==> src/design/aqm_pkg.sv <==
// Shared types, constants and datapath command codes for the audio quality meter.
`default_nettype none
package aqm_pkg;

    localparam int SAMPLE_W = 24;
    localparam int SNR_W    = 16;
    localparam int RANGE_W  = 14;
    localparam int COLOR_W  = 15;
    localparam int CEIL_W   = 15;

    localparam int NORM_STEPS = 6;
    localparam int SQR_STEPS  = 24;
    localparam int SQRT_STEPS = 31;
    localparam int DIV_STEPS  = 30;

    localparam logic [CEIL_W-1:0]         CEIL_RESET  = 15'd12000;
    localparam logic [SAMPLE_W-1:0]       FULL_SCALE  = 24'h800000;
    // 1000*log10(2) in Q24, split into a high and a low half
    localparam logic [16:0]               K_HI        = 17'd77063;
    localparam logic [15:0]               K_LO        = 16'd44492;
    localparam logic [34:0]               FIVE_POW15  = 35'd30517578125;
    localparam logic [15:0]               SNR_LIMIT   = 16'd20000;
    localparam logic [15:0]               RANGE_LIMIT = 16'd14000;
    localparam logic signed [SNR_W-1:0]   SNR_POS     = 16'sd20000;
    localparam logic signed [SNR_W-1:0]   SNR_NEG     = -16'sd20000;
    localparam logic [COLOR_W-1:0]        UNITY       = 15'd10000;

    // operand selects for the log and root sequences
    localparam logic [2:0] SEL_REF_LOG   = 3'd0;
    localparam logic [2:0] SEL_NOISE_LOG = 3'd1;
    localparam logic [2:0] SEL_PEAK_LOG  = 3'd2;
    localparam logic [2:0] SEL_LEAST_LOG = 3'd3;
    localparam logic [2:0] SEL_REF_ROOT  = 3'd4;
    localparam logic [2:0] SEL_PROC_ROOT = 3'd5;
    // selects for the centi-dB conversion
    localparam logic [2:0] CONV_SNR      = 3'd0;
    localparam logic [2:0] CONV_RANGE    = 3'd1;

    typedef enum logic [3:0] {
        OP_IDLE,
        OP_TINY,
        OP_LOAD,
        OP_NORM,
        OP_SQR,
        OP_SQRT_INIT,
        OP_SQRT,
        OP_STORE,
        OP_CONV_A,
        OP_CONV_B,
        OP_DEN,
        OP_DIV_INIT,
        OP_DIV,
        OP_QMUL,
        OP_FINISH
    } op_t;

    typedef struct packed {
        op_t        op;
        logic [2:0] sel;
        logic [4:0] step;
        logic       accept;
    } cmd_t;

    typedef struct packed {
        logic out_free;
    } status_t;

endpackage
`default_nettype wire

==> src/design/aqm_ctrl.sv <==
// Sequencer: accumulation phase, then the frame-end log, root and divide steps.
`default_nettype none
module aqm_ctrl (
    input  wire logic            clk,
    input  wire logic            rst_n,
    input  wire logic            in_valid,
    input  wire logic            in_last,
    output logic                 in_ready,
    input  aqm_pkg::status_t     status,
    output aqm_pkg::cmd_t        cmd
);
    import aqm_pkg::*;

    typedef enum logic [15:0] {
        ST_ACCUM     = 16'b0000_0000_0000_0001,
        ST_DRAIN     = 16'b0000_0000_0000_0010,
        ST_TINY      = 16'b0000_0000_0000_0100,
        ST_LOAD      = 16'b0000_0000_0000_1000,
        ST_NORM      = 16'b0000_0000_0001_0000,
        ST_SQR       = 16'b0000_0000_0010_0000,
        ST_SQRT_INIT = 16'b0000_0000_0100_0000,
        ST_SQRT      = 16'b0000_0000_1000_0000,
        ST_STORE     = 16'b0000_0001_0000_0000,
        ST_CONV_A    = 16'b0000_0010_0000_0000,
        ST_CONV_B    = 16'b0000_0100_0000_0000,
        ST_DEN       = 16'b0000_1000_0000_0000,
        ST_DIV_INIT  = 16'b0001_0000_0000_0000,
        ST_DIV       = 16'b0010_0000_0000_0000,
        ST_QMUL      = 16'b0100_0000_0000_0000,
        ST_FINISH    = 16'b1000_0000_0000_0000
    } state_t;

    state_t     state_reg, state_next;
    logic [2:0] sel_reg, sel_next;
    logic [4:0] step_reg, step_next;

    // next state, operand select and step count
    always_comb
    begin
        state_next = state_reg;
        sel_next   = sel_reg;
        step_next  = step_reg;
        in_ready   = 1'b0;
        cmd.op     = OP_IDLE;
        unique case (state_reg)
            ST_ACCUM:
            begin
                in_ready = 1'b1;
                if (in_valid && in_last)
                begin
                    state_next = ST_DRAIN;
                end
            end
            ST_DRAIN:
            begin
                state_next = ST_TINY;
            end
            ST_TINY:
            begin
                cmd.op     = OP_TINY;
                sel_next   = SEL_REF_LOG;
                state_next = ST_LOAD;
            end
            ST_LOAD:
            begin
                cmd.op     = OP_LOAD;
                step_next  = 5'd0;
                state_next = ST_NORM;
            end
            ST_NORM:
            begin
                cmd.op = OP_NORM;
                if (step_reg == 5'(NORM_STEPS - 1))
                begin
                    step_next  = 5'd0;
                    state_next = (sel_reg >= SEL_REF_ROOT) ? ST_SQRT_INIT : ST_SQR;
                end
                else
                begin
                    step_next = step_reg + 5'd1;
                end
            end
            ST_SQR:
            begin
                cmd.op = OP_SQR;
                if (step_reg == 5'(SQR_STEPS - 1))
                begin
                    step_next  = 5'd0;
                    state_next = ST_STORE;
                end
                else
                begin
                    step_next = step_reg + 5'd1;
                end
            end
            ST_SQRT_INIT:
            begin
                cmd.op     = OP_SQRT_INIT;
                step_next  = 5'd0;
                state_next = ST_SQRT;
            end
            ST_SQRT:
            begin
                cmd.op = OP_SQRT;
                if (step_reg == 5'(SQRT_STEPS - 1))
                begin
                    step_next  = 5'd0;
                    state_next = ST_STORE;
                end
                else
                begin
                    step_next = step_reg + 5'd1;
                end
            end
            ST_STORE:
            begin
                cmd.op = OP_STORE;
                if (sel_reg == SEL_PROC_ROOT)
                begin
                    sel_next   = CONV_SNR;
                    state_next = ST_CONV_A;
                end
                else
                begin
                    sel_next   = sel_reg + 3'd1;
                    state_next = ST_LOAD;
                end
            end
            ST_CONV_A:
            begin
                cmd.op     = OP_CONV_A;
                state_next = ST_CONV_B;
            end
            ST_CONV_B:
            begin
                cmd.op = OP_CONV_B;
                if (sel_reg == CONV_SNR)
                begin
                    sel_next   = CONV_RANGE;
                    state_next = ST_CONV_A;
                end
                else
                begin
                    state_next = ST_DEN;
                end
            end
            ST_DEN:
            begin
                cmd.op     = OP_DEN;
                state_next = ST_DIV_INIT;
            end
            ST_DIV_INIT:
            begin
                cmd.op     = OP_DIV_INIT;
                step_next  = 5'd0;
                state_next = ST_DIV;
            end
            ST_DIV:
            begin
                cmd.op = OP_DIV;
                if (step_reg == 5'(DIV_STEPS - 1))
                begin
                    step_next  = 5'd0;
                    state_next = ST_QMUL;
                end
                else
                begin
                    step_next = step_reg + 5'd1;
                end
            end
            ST_QMUL:
            begin
                cmd.op     = OP_QMUL;
                state_next = ST_FINISH;
            end
            ST_FINISH:
            begin
                // hold until the result register can take the new result
                if (status.out_free)
                begin
                    cmd.op     = OP_FINISH;
                    state_next = ST_ACCUM;
                end
            end
            default:
            begin
                state_next = ST_ACCUM;
            end
        endcase
    end

    assign cmd.sel    = sel_reg;
    assign cmd.step   = step_reg;
    assign cmd.accept = in_valid && in_ready;

    // state registers
    always_ff @(posedge clk or negedge rst_n)
    begin
        if (!rst_n)
        begin
            state_reg <= ST_ACCUM;
            sel_reg   <= SEL_REF_LOG;
            step_reg  <= 5'd0;
        end
        else
        begin
            state_reg <= state_next;
            sel_reg   <= sel_next;
            step_reg  <= step_next;
        end
    end

    a_state_onehot: assert property (@(posedge clk) disable iff (!rst_n)
        $onehot(state_reg))
        else $error("controller state not one-hot");

    a_step_bound: assert property (@(posedge clk) disable iff (!rst_n)
        step_reg <= 5'(SQRT_STEPS - 1))
        else $error("step counter out of range");

    a_drain_after_last: assert property (@(posedge clk) disable iff (!rst_n)
        (state_reg == ST_DRAIN) |-> $past(cmd.accept && in_last))
        else $error("frame end entered without a last request");

endmodule
`default_nettype wire

==> config.mk <==
export PLATFORM = sky130hd
export DESIGN_NAME = aqm_ctrl
export DESIGN_NICKNAME = d
export VERILOG_FILES = /design/src/design/aqm_pkg.sv /design/src/design/aqm_ctrl.sv
export SDC_FILE = /design/constraint.sdc
export NUM_CORES = 1
export LEC_CHECK = 0
export BUFFER_PORTS_ARGS = -buffer_cell sky130_fd_sc_hd__clkbuf_2
export CELL_PAD_IN_SITES_DETAIL_PLACEMENT = 2
export CELL_PAD_IN_SITES_GLOBAL_PLACEMENT = 2
export CORE_UTILIZATION = 36
export DETAILED_ROUTE_END_ITERATION = 10
export PLACE_DENSITY = 0.78
export SLEW_MARGIN = 5
export SYNTH_ARGS = -nofsm -noshare
export SYNTH_HDL_FRONTEND = slang
export SYNTH_SLANG_ARGS = --single-unit
==> constraint.sdc <==
create_clock -name clk -period 2.7 [get_ports clk]
set_input_delay 0.54 -clock clk [delete_from_list [all_inputs] [get_ports clk]]
set_output_delay 0.54 -clock clk [all_outputs]
set_load 0.01 [all_outputs]
---- After elaboration in Yosys (flattened, before gate mapping) ----
Index checks and enable logic that the tools add are counted.
word-level totals
  register bits after elaboration ......... 24
  input port bits ......................... 5
  output and inout bits ................... 14
  word-level logic and storage cells ...... 63
operators by class
  add/subtract/negate cells ............... 2
  magnitude comparators ................... 1
  equality and inequality tests ........... 28
  multiplexer cells ....................... 21
  reduce and logical (&&, ||, !) cells .... 8
operators with widths
  operator                                                count
  one-hot mux 16 bit (16 select lines)                    1
  two-way mux 16 bit                                      6
  one-hot mux 4 bit (14 select lines)                     1
  one-hot mux 5 bit (5 select lines)                      1
  two-way mux 5 bit                                       4
  equality test 16 x 1 -> 1 bit (second input constant)   1
  equality test 16 x 10 -> 1 bit (second input constant)  1
  equality test 16 x 11 -> 1 bit (second input constant)  1
  equality test 16 x 12 -> 1 bit (second input constant)  1
  equality test 16 x 13 -> 1 bit (second input constant)  1
  equality test 16 x 14 -> 1 bit (second input constant)  1
  equality test 16 x 15 -> 1 bit (second input constant)  1
  equality test 16 bit (second input constant)            1
  equality test 16 x 2 -> 1 bit (second input constant)   1
  equality test 16 x 3 -> 1 bit (second input constant)   1
  equality test 16 x 4 -> 1 bit (second input constant)   1
  equality test 16 x 5 -> 1 bit (second input constant)   1
  equality test 16 x 6 -> 1 bit (second input constant)   1
  equality test 16 x 7 -> 1 bit (second input constant)   1
  equality test 16 x 8 -> 1 bit (second input constant)   1
  equality test 16 x 9 -> 1 bit (second input constant)   1
  equality test 5 bit (second input constant)             3
  inequality test 2 bit (second input constant)           7
  two-way mux 12 bit                                      1
  other kinds (18)                                        20

---- Depth between registers and ports, before layout ----
Gate-level depths: netlist of run 1.
  depth after elaboration ................. 4
  mapped depth ............................ 7
  depth with buffers taken out ............ 7

---- Worst setup path after synthesis of run 1 ----
Ideal clock, no wire load.
  path kind ............................... register to output
  start ................................... register state_reg[8]
  end ..................................... output cmd[0] (netlist name)
  arrival ................................. 1.896 ns
  data required time ...................... 2.160 ns
  slack ................................... 0.264 ns
  cell stages (with the launch flop) ...... 6
  buffers on the path ..................... 1
  cell sequence ........................... dfrtp_1 > buf_2 > nor4_2 > nand4_1 > nor3b_1 > and2_1
RTL lines
  element                 line             text
  start, declared         aqm_ctrl.sv:33   state_t state_reg, state_next;
  start signal, assigned  aqm_ctrl.sv:207  state_reg <= state_next;
  end, declared           aqm_ctrl.sv:10   output aqm_pkg::cmd_t cmd

==> impl_metrics.tcl, run 1 <==
set metrics [dict create \
    maxCapViolations 0 \
    grt_max_degree 25 \
    rr_worst_depth 8 \
    ys_seq_elements 24 \
    rrSetupSlack_ns 0.28 \
    path_buf_inv 2 \
    hold_path_class "primary input to asynchronous set/reset pin" \
    grt_pass1_wl_mm 10.7 \
    synth_fp_nets 202 \
    cts_max_path_buffers 2 \
    status "finished with violations" \
    layout_common_cells "35 x buf_4, 18 x dfrtp_1, 16 x nor2_1" \
    cts_hold_buf 0 \
    end_kind "output pin" \
    clkLatencyLatePin_ns 0.29 \
    rows 25 \
    first_iter_violations 109 \
    crit_fanout 7 \
    ant_nets 0 \
    cp.arrival_ns 2.33 \
    cts_tree "done" \
    htreeDepth 1 \
    coreArea_um2 4690 \
    grt_usage 0.280 \
    cp_slowest_cell "dfrtp_1" \
    layout_commonest_cell "buf_4" \
    drive_above_1_share 0.391 \
    cellPowerDensity_nw_per_um2 571 \
    crit_required_ns 2.16 \
    initial_core_util 0.374 \
    finClkSkew_ns 0.00506 \
    critPathCapture "cmd[10]" \
    synth.avg_cell_area_um2 9.04 \
    maxSlewViolCount 0 \
    nFillCells 515 \
    reg2reg_from "state_reg[13]" \
    hpwl_mm 4.73 \
    worstMarginPinSlew_ns 0.696 \
    ys.flop_type "dfrtp_1" \
    worst_slack_ns -0.171 \
    crit_family "simple AND/OR/NAND/NOR gates" \
    antenna_found_initial 0 \
    clkSinkCount 24 \
    chipWidth_um 71.8 \
    crit_type "register to output pin" \
    vias_per_cell 6.46 \
    synthDistinctLibCells 57 \
    final-setup-viol-count 5 \
    cts_inserted_buffers 3 \
    portBuffers 18 \
    num_vias 1920 \
    wl_mm 8.15 \
    largest_reg_flops 16 \
    grt_pass1_vias 1953 \
    wl_met1_mm 3.21 \
    peakVddDrop_mv 0.237 \
    routabilityCongestion 0.829 \
    top_layer_used "met4" \
    path_clk_slew_ns 0.10 \
    synth-edff-count 0 \
    clock.fmax_ghz 0.348 \
    synthToLayoutAreaGrowth_pct 30.7 \
    syn_area_um2 1750 \
    async_flop_share 1.00 \
    yosysWarnings 0 \
    dp_slack_ns 0.0932 \
    fp.dieH_um 71.8 \
    die_area_um2 5160 \
    fin_crit_ns 2.87 \
    hold_viol_final 0 \
    nets 252 \
    wl_per_cell_um 27.4 \
    slowest_delay_ns 0.44 \
    rsz0062_at_grt "yes" \
    cts-root-buf "clkbuf_8" \
    wl_met3_um 260 \
    n_antenna_cell 0 \
    path_cells "buf_4 -> nor2_1 -> nand4b_1 -> nor2_2 -> nor3_2 -> o211ai_1 -> clkbuf_2" \
    startpoint_type "register" \
    p_leak_uw 0.00105 \
    syn_inst 194 \
    overflow 0 \
    final_cells 297 \
    fin_crit_sh 1.06 \
    seq_area_frac_synth 0.343 \
    hold_ws_ns 0.281 \
    drc 0 \
    final_util 0.489 \
    routed-wl-met2_mm 4.37 \
    crit_start "state_reg[5]" \
    slew_headroom 0.536 \
    dp.cells 276 \
    violations "negative setup slack" \
    ios 19 \
    drtPass1Iterations 4 \
    regToRegEndpoint "state_reg[6]" \
    cp.depth 7 \
]
[cell families (layout without fill, tap and decap cells)]
logic type,Yosys count,in the layout,share of synthesized area
compound gates,40,40,0.169
fa+ha+maj,3,3,0.0214
buf+inv,12,61,0.0321
xor+xnor,6,6,0.0300
mux,3,3,0.0171
simple gates,106,106,0.387
flops,24,24,0.343
[per-stage QoR]
stage / setup TNS (ns) / total power [µW] / area, µm²
CTS: -0.164 / 1220 / 2180
finish: -0.563 / 1310 / 2290
global route: -0.705 / 1350 / 2290
detailed placement: 0 / 831 / 2010
global placement: 0 / 810 / 2010
floorplan: 0 / 655 / 1750
[layout make-up]
cell class | count | area (µm²) | area share
Multi-Input combinational cell | 158 | 1170 | 0.509
Sequential cell | 24 | 608 | 0.265
Timing Repair Buffer | 53 | 363 | 0.158
Tap cell | 54 | 67.6 | 0.0295
Clock buffer | 3 | 41.3 | 0.0180
Clock inverter | 1 | 30.0 | 0.0131
Inverter | 4 | 15.0 | 0.00655
[timing repair]
action / 4_1_cts / 5_1_grt
setup endpoints to repair: 5 / 5
gates resized for setup: 15 / 10
setup buffers: 6 / 11
pin swaps: 5 / 10
[Yosys cell counts, types with 4 or more instances]
master | instances | area (µm²)
a32o_1 | 4 | 40.0
nor3b_1 | 4 | 30.0
and3_1 | 5 | 31.3
nor3_1 | 12 | 60.1
dfrtp_1 | 23 | 576
nor2_1 | 18 | 67.6
xnor2_1 | 4 | 35.0
nand2b_1 | 6 | 37.5
nor4_2 | 6 | 75.1
nand2_1 | 14 | 52.6
a21oi_1 | 9 | 45.0
o21ai_1 | 4 | 20.0
inv_1 | 4 | 15.0
nand3_1 | 4 | 20.0
nand4_1 | 10 | 62.6
[routing by layer]
layer / up-vias / GRT usage
met1: 1000 / 0.301
met3: 26 / 0.0506
met5: - / 0
met2: 51 / 0.529
met4: 0 / 0.126
li1: 843 / -
[worst register-to-register path, stage by stage, from the launching register on]
cell and delay, ns:
dfrtp_2 0.42, or4_4 0.64, nor4_4 0.35, buf_4 0.19, buf_4 0.10, buf_4 0.12, a22oi_1 0.12, a21oi_1 0.25
and3_1 0.19
[worst min-delay path by stage]
stage	slack, ns	end	start	cells after the start
global placement	0.52	state_reg[9]	sel_reg[1]	1
detailed placement	0.52	state_reg[9]	sel_reg[1]	1
CTS	0.29	state_reg[15]	rst_n	1
global route	0.30	state_reg[14]	rst_n	1
finish	0.28	state_reg[10]	rst_n	1
floorplan	0.24	sel_reg[0]	rst_n	0
[power by group]
group          switching [µW]  leakage, µW  total (µW)  internal [µW]
clock                     137    0.0000357         337            199
combinational             302     0.000690         549            247
sequential               36.8     0.000323         424            387
total                     476      0.00105        1310            833
Power figures use the tool's default switching activity.
==> run 2, diff against run 1 <==
- RECOVER_POWER: unset -> 50
- SETUP_SLACK_MARGIN: unset -> 0.05
==> impl_metrics.tcl, run 2 (synthesis results as in run 1) <==
set metrics [dict create \
    largest_reg_flops 16 \
    routabilityCongestion 0.829 \
    clkLatencyLatePin_ns 0.28 \
    violations "negative setup slack" \
    coreArea_um2 4690 \
    crit_required_ns 2.16 \
    path_clk_slew_ns 0.09 \
    cp_slowest_cell "dfrtp_1" \
    end_kind "output pin" \
    slowest_delay_ns 0.41 \
    cp.arrival_ns 2.33 \
    finClkSkew_ns 0.00672 \
    path_cells "buf_4 -> nor4_4 -> buf_4 -> nand4_1 -> nor2_2 -> nor2b_4 -> nand4_1 -> buf_2" \
    fin_crit_sh 1.06 \
    hpwl_mm 4.73 \
    regArea_um2 609 \
    wl_per_cell_um 27.8 \
    hold_path_class "primary input to register" \
    drtPass1Iterations 4 \
    rows 25 \
    chipWidth_um 71.8 \
    n_antenna_cell 0 \
    drive_above_1_share 0.405 \
    maxCapViolations 0 \
    wl_mm 8.64 \
    rsz0062_at_grt "yes" \
    slew_headroom 0.0459 \
    num_vias 2030 \
    path_buf_inv 3 \
    worstMarginPinSlew_ns 1.43 \
    grt_pass1_vias 2097 \
    antenna_found_initial 0 \
    grt_max_degree 25 \
    cts_tree "done" \
    crit_fanout 6 \
    p_leak_uw 0.00111 \
    hold_ws_ns 0.562 \
    crit_family "simple AND/OR/NAND/NOR gates" \
    hold_viol_final 0 \
    ios 19 \
    dp.cells 276 \
    layout_commonest_cell "buf_4" \
    maxSlewViolCount 0 \
    clkSinkCount 24 \
    portBuffers 18 \
    cellPowerDensity_nw_per_um2 576 \
    peakVddDrop_mv 0.303 \
    die_area_um2 5160 \
    cts_hold_buf 0 \
    crit_type "register to output pin" \
    final-setup-viol-count 4 \
    cts_inserted_buffers 3 \
    cts_max_path_buffers 2 \
    initial_core_util 0.374 \
    final_cells 311 \
    drc 0 \
    grt_pass1_wl_mm 11.3 \
    vias_per_cell 6.53 \
    worst_slack_ns -0.171 \
    final_util 0.514 \
    fp.dieH_um 71.8 \
    multiInputGateArea_um2 1190 \
    synthToLayoutAreaGrowth_pct 37.6 \
    ant_nets 0 \
    first_iter_violations 84 \
    nets 266 \
    nFillCells 496 \
    fin_crit_ns 2.87 \
    placed_area_um2 2010 \
    finalSetupTns_ns -0.509 \
    htreeDepth 1 \
    status "finished with violations" \
    startpoint_type "register" \
    grt_usage 0.297 \
    layout_common_cells "49 x buf_4, 17 x dfrtp_1, 15 x nor2_1" \
    cts-root-buf "clkbuf_8" \
    clock.fmax_ghz 0.348 \
    overflow 0 \
    design_area_um2 2410 \
]
==> run 2: cell types whose count changed in the layout (fill, tap and decap cells not counted), sizes merged <==
cell,previous run,this run
clkbuf,18,17
buf,38,53
==> run 2: worst reg2reg max path, cell delays in order (launching register included) <==
cell and delay (ns):
dfrtp_2 0.44, buf_4 0.15, nor4_2 0.30, buf_4 0.21, nand4b_1 0.26, buf_4 0.25, nor3_1 0.46, nor3_1 0.14
a32o_1 0.26
==> run 2: power breakdown <==
group	switching, µW	total, µW	internal, µW
combinational	325	638	312
clock	130	329	199
sequential	37.9	425	387
==> run 2: cell type report <==
type	count	share of cell area
clock inverters	1	0.0124
inverters	4	0.00622
clock buffers	3	0.0171
flip-flops and latches	24	0.252
well taps	54	0.0280
multi-input cells	158	0.493
repair buffers	67	0.191
==> run 2: stage by stage <==
step                power, µW  worst slack, ns
floorplan                 655            0.264
global placement          810            0.226
detailed placement        831           0.0932
CTS                      1230          -0.0997
global route             1440           -0.215
finish                   1390           -0.171
==> run 2: routing by layer <==
layer,GRT usage,share of wire
met5,0,0
met4,0.153,0.053
met3,0.0619,0.035
met2,0.571,0.53
met1,0.297,0.38
==> run 2: path summary, 6_finish.rpt <==
check | startpoint | endpoint | slack, ns | depth (start not counted)
setup / recovery | state_reg[1] | cmd[9] | -0.17 | 8
min in group asynchronous | rst_n | state_reg[8] | 0.58 | 1
hold reg to reg | sel_reg[1] | state_reg[9] | 0.57 | 1
max in group asynchronous | rst_n | state_reg[2] | 1.19 | 1
hold / removal | in_valid | state_reg[1] | 0.56 | 2
setup reg to reg | state_reg[9] | state_reg[0] | 0.16 | 8
==> run 2: what timing repair did <==
item / 4_1_cts / 5_1_grt
pin swaps: 8 / 13
setup endpoints to repair: 6 / 6
gates resized for setup: 17 / 14
buffers inserted: 11 / 20
==> run 3, diff against run 2 <==
- CORE_UTILIZATION: 36 -> 39
- PLACE_DENSITY: 0.78 -> 0.83
- clock period: 2.7 -> 3.5 ns (I/O delays scaled with it)
==> impl_metrics.tcl, run 3 (synthesis results as in run 1) <==
set metrics [dict create \
    status "finished clean" \
    crit_type "register to output pin" \
    coreArea_um2 4320 \
    grt_pass1_vias 1824 \
    first_iter_violations 90 \
    final-setup-viol-count 0 \
    fin_crit_sh 0.912 \
    design_area_um2 1950 \
    drc 0 \
    finClkSkew_ns 0.00585 \
    ant_nets 0 \
    ios 19 \
    min-delay-start "sel_reg[1]" \
    die_area_um2 4770 \
    rows 24 \
    chipWidth_um 69.1 \
    drtPass1Iterations 4 \
    largest_reg_flops 16 \
    hold_viol_final 0 \
    placed_area_um2 1880 \
    cts_max_path_buffers 2 \
    grt_max_degree 25 \
    vias_per_cell 6.40 \
    fp.dieH_um 69.1 \
    wl_per_cell_um 23.1 \
    cp.arrival_ns 2.49 \
    hold_depth 1 \
    crit_required_ns 2.80 \
    nets 219 \
    finalSetupTns_ns 0 \
    htreeDepth 1 \
    antenna_found_initial 0 \
    reg2reg_from "state_reg[1]" \
    crit_fanout 8 \
    cts_tree "done" \
    overflow 0 \
    hpwl_mm 4.64 \
    hold_ws_ns 0.551 \
    path_clk_slew_ns 0.09 \
    maxSlewViolCount 0 \
    n_antenna_cell 0 \
    grt_pass1_wl_mm 9.84 \
    crit_start "state_reg[8]" \
    fin_crit_ns 3.19 \
    dp.cells 258 \
    rr_worst_depth 5 \
    drive_above_1_share 0.171 \
    final_util 0.452 \
    rsz0062_at_grt "no" \
    portBuffers 18 \
    initial_core_util 0.406 \
    wl_mm 6.06 \
    maxCapViolations 0 \
    grt_usage 0.266 \
    clkSinkCount 24 \
    synthToLayoutAreaGrowth_pct 11.3 \
    clock.fmax_ghz 0.313 \
    num_vias 1677 \
    layout_common_cells "23 x dfrtp_1, 18 x nor2_1, 14 x nand2_1" \
    startpoint_type "register" \
    peakVddDrop_mv 0.175 \
    end_kind "output pin" \
    cellPowerDensity_nw_per_um2 438 \
    routabilityCongestion 0.893 \
    cts_hold_buf 0 \
    cts_inserted_buffers 3 \
    final_cells 262 \
    layout_commonest_cell "dfrtp_1" \
    cts-root-buf "clkbuf_8" \
    clkLatencyLatePin_ns 0.27 \
    hold_path_class "register to register" \
    p_leak_uw 0.000825 \
    worstMarginPinSlew_ns 1.45 \
    slew_headroom 0.0366 \
]
## run 3: path summary, 6_finish.rpt
kind                                 to  slack (ns)
min in group asynchronous    sel_reg[0]        0.75
max in group asynchronous  state_reg[8]        1.90
max                              cmd[9]        0.31
max reg2reg                state_reg[5]        0.98
min                        state_reg[9]        0.55
min reg2reg                state_reg[9]        0.55
## run 3: per-layer routing
layer,vias up,share of wire,track usage
li1,774,-,-
met4,0,0.031,0.0816
met2,31,0.53,0.495
met5,-,0,0
met1,859,0.42,0.307
met3,13,0.021,0.0439
## run 3: area by class of cell
cell class	instances	area, µm²
repair buffers	20	95.1
well taps	52	65.1
clock buffers	3	41.3
clock inverters	1	30.0
flip-flops and latches	24	602
fillers	496	2370
multi-input cells	158	1100
inverters	4	15.0
## run 3: per-stage QoR
stage          worst slack [ns]  power, µW
2_1_floorplan             0.904        506
3_3_place_gp              0.696        588
3_5_place_dp              0.542        604
4_1_cts                   0.211        860
5_1_grt                   0.100        899
6_report                  0.308        855
## run 3: timing repair
action                                  4_1_cts  5_1_grt
gates resized for setup                       0        1
setup buffers                                 0        0
endpoints found under the setup margin        0        1
## run 3: report_power, final
group	leakage, µW	switching [µW]	internal [µW]
registers	0.000331	30.2	298
logic	0.000459	173	104
clock network	0.0000357	97.2	153
total	0.000825	301	555
## run 3: critical path, cell delays in order (launching register included)
cell	delay (ns)
dfrtp_1	0.53
or4_4	0.63
nor3_1	0.41
nand3_1	0.24
nor2b_1	0.19
nand4_1	0.10
clkbuf_2	0.13
